==> src/hw/rtl/nnfs_pkg.sv <==
// Shared constants, types and helper functions for the nearest-neighbor frame scaler.
package nnfs_pkg;

  localparam int unsigned MAX_SRC_WIDTH_DEF  = 256;
  localparam int unsigned MAX_SRC_HEIGHT_DEF = 256;
  localparam int unsigned CHANNEL_FRAC_BITS  = 14;

  localparam int unsigned COORD_W    = 12;
  localparam int unsigned CH_IN_W    = 16;
  localparam int unsigned CH_OUT_W   = 15;
  localparam int unsigned SRC_SZ_W   = 9;
  localparam int unsigned DST_SZ_W   = 13;
  localparam int unsigned CFG_IDX_W  = 2;
  localparam int unsigned CFG_DATA_W = 13;
  localparam int unsigned PROD_W     = COORD_W + SRC_SZ_W;
  localparam int unsigned REM_W      = DST_SZ_W + 1;
  localparam int unsigned STEP_W     = $clog2(SRC_SZ_W);
  localparam int unsigned PIX_W      = 3 * CH_OUT_W;

  localparam logic [CFG_IDX_W-1:0] REG_SRC_WIDTH  = 2'd0;
  localparam logic [CFG_IDX_W-1:0] REG_SRC_HEIGHT = 2'd1;
  localparam logic [CFG_IDX_W-1:0] REG_DST_WIDTH  = 2'd2;
  localparam logic [CFG_IDX_W-1:0] REG_DST_HEIGHT = 2'd3;

  localparam logic [SRC_SZ_W-1:0] SRC_SZ_RST = 9'd256;
  localparam logic [DST_SZ_W-1:0] DST_SZ_RST = 13'd256;

  localparam logic FUNC_WRITE = 1'b0;
  localparam logic FUNC_READ  = 1'b1;

  localparam logic signed [17:0] CH_ONE = $signed(18'(1 << CHANNEL_FRAC_BITS));

  typedef struct packed {
    logic clear;
    logic capture;
    logic decode;
    logic mul_load;
    logic div_step;
    logic addr_load;
    logic rd_en;
    logic out_load;
    logic axis_y;
  } ctrl_cmd_t;

  typedef struct packed {
    logic is_read;
    logic in_dst;
    logic clear_last;
    logic out_free;
  } dp_status_t;

  // Q2.14 channel limited to 0..1.0, kept to the output width.
  function automatic logic [CH_OUT_W-1:0] clamp_ch(input logic signed [CH_IN_W-1:0] v);
    logic signed [17:0] ext;
    logic signed [17:0] lim;
    ext = 18'(v);
    if (ext < 18'sd0) begin
      lim = 18'sd0;
    end else if (ext > CH_ONE) begin
      lim = CH_ONE;
    end else begin
      lim = ext;
    end
    return lim[CH_OUT_W-1:0];
  endfunction

endpackage

==> src/hw/rtl/nnfs_ctrl.sv <==
// Controller: sequences store clearing, writes and the multiply/divide/read steps of a read.
module nnfs_ctrl (
  input  logic                  clk_i,
  input  logic                  rst_ni,
  input  logic                  in_valid_i,
  output logic                  in_ready_o,
  input  nnfs_pkg::dp_status_t  status_i,
  output nnfs_pkg::ctrl_cmd_t   cmd_o
);

  localparam logic [2:0] S_CLEAR  = 3'd0;
  localparam logic [2:0] S_IDLE   = 3'd1;
  localparam logic [2:0] S_DECODE = 3'd2;
  localparam logic [2:0] S_MUL    = 3'd3;
  localparam logic [2:0] S_DIV    = 3'd4;
  localparam logic [2:0] S_ADDR   = 3'd5;
  localparam logic [2:0] S_READ   = 3'd6;
  localparam logic [2:0] S_RESP   = 3'd7;

  localparam logic [nnfs_pkg::STEP_W-1:0] STEP_LAST = nnfs_pkg::STEP_W'(nnfs_pkg::SRC_SZ_W - 1);

  logic [2:0]                    state_q, state_d;
  logic                          axis_q, axis_d;
  logic [nnfs_pkg::STEP_W-1:0]   step_q, step_d;

  always_comb begin
    state_d    = state_q;
    axis_d     = axis_q;
    step_d     = step_q;
    in_ready_o = 1'b0;
    cmd_o      = '0;
    cmd_o.axis_y = axis_q;
    unique case (state_q)
      S_CLEAR: begin
        cmd_o.clear = 1'b1;
        if (status_i.clear_last) begin
          state_d = S_IDLE;
        end
      end
      S_IDLE: begin
        in_ready_o = 1'b1;
        if (in_valid_i) begin
          cmd_o.capture = 1'b1;
          state_d       = S_DECODE;
        end
      end
      S_DECODE: begin
        cmd_o.decode = 1'b1;
        axis_d       = 1'b0;
        priority if (!status_i.is_read) begin
          state_d = S_IDLE;
        end else if (!status_i.in_dst) begin
          state_d = S_RESP;
        end else begin
          state_d = S_MUL;
        end
      end
      S_MUL: begin
        cmd_o.mul_load = 1'b1;
        step_d         = '0;
        state_d        = S_DIV;
      end
      S_DIV: begin
        cmd_o.div_step = 1'b1;
        step_d         = step_q + nnfs_pkg::STEP_W'(1);
        if (step_q == STEP_LAST) begin
          if (axis_q) begin
            state_d = S_ADDR;
          end else begin
            axis_d  = 1'b1;
            state_d = S_MUL;
          end
        end
      end
      S_ADDR: begin
        cmd_o.addr_load = 1'b1;
        state_d         = S_READ;
      end
      S_READ: begin
        cmd_o.rd_en = 1'b1;
        state_d     = S_RESP;
      end
      S_RESP: begin
        if (status_i.out_free) begin
          cmd_o.out_load = 1'b1;
          state_d        = S_IDLE;
        end
      end
      default: begin
        state_d = S_IDLE;
      end
    endcase
  end

  always_ff @(posedge clk_i or negedge rst_ni) begin
    if (!rst_ni) begin
      state_q <= S_CLEAR;
      axis_q  <= 1'b0;
      step_q  <= '0;
    end else begin
      state_q <= state_d;
      axis_q  <= axis_d;
      step_q  <= step_d;
    end
  end

`ifndef SYNTHESIS
  a_accept_decode: assert property (@(posedge clk_i) disable iff (!rst_ni)
    (in_valid_i && in_ready_o) |=> (state_q == S_DECODE))
    else $error("accepted item not decoded");
  a_div_done: assert property (@(posedge clk_i) disable iff (!rst_ni)
    (state_q == S_DIV && step_q == STEP_LAST && axis_q) |=> (state_q == S_ADDR))
    else $error("second division did not lead to address step");
`endif

endmodule

==> config.mk <==
export PLATFORM = sky130hd
export DESIGN_NAME = nnfs_ctrl
export DESIGN_NICKNAME = d
export VERILOG_FILES = /design/src/hw/rtl/nnfs_pkg.sv /design/src/hw/rtl/nnfs_ctrl.sv
export SDC_FILE = /design/constraint.sdc
export NUM_CORES = 1
export LEC_CHECK = 0
export BUFFER_PORTS_ARGS = -buffer_cell sky130_fd_sc_hd__buf_2
export CORE_AREA = 2 2 39 41
export DETAILED_ROUTE_END_ITERATION = 12
export DIE_AREA = 0 0 41 43
export PLACE_DENSITY = 0.79
export SLEW_MARGIN = 20
export SYNTH_ARGS = -nofsm -noshare
export SYNTH_HDL_FRONTEND = slang
export SYNTH_SLANG_ARGS = --single-unit
==> constraint.sdc <==
create_clock -name clk_i -period 1.5 [get_ports clk_i]
set_input_delay 0 -clock clk_i [delete_from_list [all_inputs] [get_ports clk_i]]
set_output_delay 0 -clock clk_i [all_outputs]
set_load 0.02 [all_outputs]
# After elaboration in Yosys (flattened, before gate mapping)
# Cells that the tools add are included.
totals:
  word_cells: 43
  reg_bits: 8
classes:
  n_mux: 22
  add_sub_neg: 1
  n_eq_ne: 12
  reduce_logical: 5
op_table:
  columns: ["op", "count"]
  rows:
  - ["3-bit case mux with 8 select lines", 1]
  - ["3-bit two-way mux", 7]
  - ["3-bit equality test (second input constant)", 4]
  - ["1-bit two-way mux", 12]
  - ["2-bit inequality test (second input constant)", 4]
  - ["4-bit case mux with 2 select lines", 1]
  - ["3-bit by 2-bit equality test with 1-bit output (second input constant)", 2]
  - ["4-bit by 1-bit adder with 4-bit output (second input constant)", 1]
  - ["4-bit equality test (second input constant)", 1]
  - ["4-bit AND reduction", 1]
  - ["2-bit nonzero test", 2]
  - ["3-bit by 1-bit equality test with 1-bit output (second input constant)", 1]
  - ["3-bit logical NOT", 1]
  - ["1-bit case mux with 2 select lines", 1]
  - ["2-bit AND reduction", 1]

# Depth between registers and ports, before layout
logic_depth:
  word_depth: 3
  ltp_mapped: 5
  depth_no_buf: 5

# Least setup slack after synthesis
# OpenSTA, ideal clock, no wires.
synth_timing:
  path_type: "reg-to-reg"
  start: "register state_q[1]"
  end: "register state_q[0]"
  t_required_ps: 1432
  synth_period_minus_slack_ps: 1400
  path_stages_with_launch: 4
  path_slack_ps: 100
  setup_ps: 68
  t_arrival_ps: 1332
  path_cell_list: "dfrtp_1 buf_2 nor3_1 a221o_1"
synth_via:
  elab_chain_cells: 3
  elab_cells_between_ends: 14
  classes_between: "eq/ne: 11; mux: 1; reduce/logical: 2"
synth_lines:
  columns: ["element", "line_no", "text"]
  rows:
  - ["start, declared", "nnfs_ctrl.sv:22", "logic [2:0] state_q, state_d;"]
  - ["start signal, assigned", "nnfs_ctrl.sv:101", "state_q <= state_d;"]
  - ["3-bit equality test (tied with other cells)", "nnfs_ctrl.sv:33", "unique case (state_q)"]
  - ["2-bit inequality test (no source line)", null, null]
  - ["4-bit AND reduction (no source line)", null, null]
# Several ways; a longest one is shown, not always the timed one.
# A chain may end at the register's enable or synchronous reset.

==> flow_summary.toml <==
[global_routing]
antenna_found_initial = 0
grt_pass1_wl_mm = 2.01
grt.total_usage_pct = 17.5
grt_remaining_overflow = 0
grt_start_max_net_pins = 14
grt_pass1_vias = 468

[sta]
finalHoldViolCount = 0
slew_headroom_pct = 78.2
final_max_slew_viol_count = 0
fmax_mhz = 690
clock_skew_ns = 0.00326
max_slew.worst_pin.slew_ns = 0.323
timing.final.crit_share_pct = 96.6
min_period_ns = 1.45
finalSetupTns_ns = 0
setup_violations = 0
fin_ws_ns = 0.0517

[status]
outcome = "finished clean"

[floorplan]
ios = 17
start_util_pct = 42.1
die-width_um = 41
die_h_um = 43
placementRows = 14
core_mm2 = 0.00138
die_area_mm2 = 0.00176

[final_layout]
syn2layout_area_growth_pct = 19.3
fin_nets = 93
num_antenna_cells = 0
layout_common_cells = "buf_2, a21oi_1, nor2_1, inv_1, dfrtp_1"
final_cells = 98
final_common_cell = "buf_2"
drive_above_1_share_pct = 37.8
n_fill_cell = 141
fin_area_um2 = 696

[worst_hold_path]
hp-class = "input port to flop"

[setup_path]
cp_data_required_time_ns = 1.50
cp-start-kind = "flop"
worstPathArrival_ns = 1.45
crit_type = "flop to output port"
crit_path_end_kind = "output port"
crit_fanout = 12

[run]
timing.max_cap.violations = 0

[route]
via_per_inst = 5.39
via_count = 528
drc = 0
wl_per_cell_um = 13.2
ant_nets = 0
drt_iter0_drc = 6
postRouteWirelength_mm = 1.29
first_pass_iters = 2

[logic_synthesis]
synth_mux_area_share_pct = 1.72
syn-cell-area_um2 = 583
yosysUniqueCellTypes = 32
synth_compound_area_share_pct = 26.6
synth.ff_latch_count = 8
synthAdderAreaFrac_pct = 4.29
synth-xor-area-share_pct = 0
ys.flop_type = "dfrtp_1"
syn_nets = 74
synthCells = 65
synthSimpleGateAreaFrac_pct = 20.4
yosysSeqAreaShare_pct = 34.3
synth_edf_count = 0
avgSynthCellArea_um2 = 8.97
synth_top_family_by_area = "compound AO/OA/AOI/OAI gates"
yosysWarnings = 0
postSynth.asyncResetShare_pct = 100

[placement]
gp_congestion = 0.796
dp_hpwl_um = 909
place_inst = 92
place_area_um2 = 644
dp_slack_ns = 0.142
port_buffers = 16

[power_and_ir_drop]
total_power_mw = 1.46
p_leak_nw = 0.352
cellPowerDensity_mw_per_mm2 = 2100
ir_drop_mv = 0.933

[clocking]
cts_buffer_depth = 2
clk_pin_slew_worst_paths_ns = 0.06
cts-htree-levels = 1
clockRootBuffer = "clkbuf_4"
cts_buffers = 3
cts_tree = "yes"
cts.sinks = 8
clk-insertion-delay-late_ns = 0.26
critical path, cell delays in order, from the launching register on:
cell and delay (ns):
dfrtp_2 0.47, buf_4 0.18, nor4_1 0.30, buf_2 0.23
flip-flops by register name, summed over array words and instances, names as in the netlist:
register / flops
axis_q: 1
state_q: 3
step_q: 4
repair_timing:
action	CTS	global route
resized for setup	1	2
hold endpoints to repair	8	0
setup endpoints to repair	2	2
buffers inserted	0	2
hold buffers	1	0
metal layers:
metal | share of wire [%] | vias up | GRT usage (%) | wire [µm]
met5 | 0 | - | 0 | 0
li1 | - | 269 | - | -
met3 | 4.5 | 5 | 7.85 | 58
met4 | 1.9 | 0 | 10.0 | 25
met1 | 49 | 245 | 21.9 | 628
met2 | 45 | 9 | 23.8 | 581
cell usage after synthesis (2+ instances only):
master	number	area [µm²]
a311oi_2	2	30.0
a21oi_1	8	40.0
nor2_1	6	22.5
nor3_1	2	10.0
nand2b_1	2	12.5
dfrtp_1	8	200
buf_4	4	30.0
o21ai_0	2	10.0
ha_1	2	25.0
inv_1	5	18.8
and3_1	3	18.8
cells by family after synthesis:
kind of cell | after synthesis
compound gates | 21
buf+inv | 13
mux | 1
fa+ha+maj | 2
simple gates | 20
flops | 8
worst paths after layout:
check / from / endpoint / cells after the start / slack (ns)
worst max-delay path: state_q[2] / cmd_o[7] / 3 / 0.05
worst min-delay path: status_i[0] / state_q[1] / 3 / 0.07
worst max register to register: step_q[0] / state_q[0] / 5 / 0.14
worst min register to register: step_q[3] / step_q[3] / 1 / 0.56
max in group asynchronous: rst_ni / state_q[2] / 2 / 1.19
min in group asynchronous: rst_ni / state_q[0] / 2 / 0.12
through the flow:
stage / hold WS (ns) / util (%)
2_1_floorplan: -0.296 / -
3_3_place_gp: -0.149 / 46.6
3_5_place_dp: -0.145 / 46.6
4_1_cts: 0.0616 / 49.0
5_1_grt: 0.0639 / 50.3
6_report: 0.0666 / 50.3
power breakdown:
part	switching, mW	internal [mW]	leakage, nW	total (mW)
sequential	0.152	0.305	0.0983	0.457
combinational	0.465	0.365	0.240	0.830
clock	0.0817	0.0921	0.0138	0.174
total	0.699	0.762	0.352	1.46
area by class of cell:
class / instances / area (µm²) / area share, %
well taps: 16 / 20.0 / 2.88
repair buffers: 20 / 113 / 16.2
inverters: 7 / 27.5 / 3.96
flip-flops and latches: 8 / 204 / 29.3
multi-input cells: 44 / 309 / 44.4
clock buffers: 3 / 22.5 / 3.24
Power figures use the tool's default switching activity.
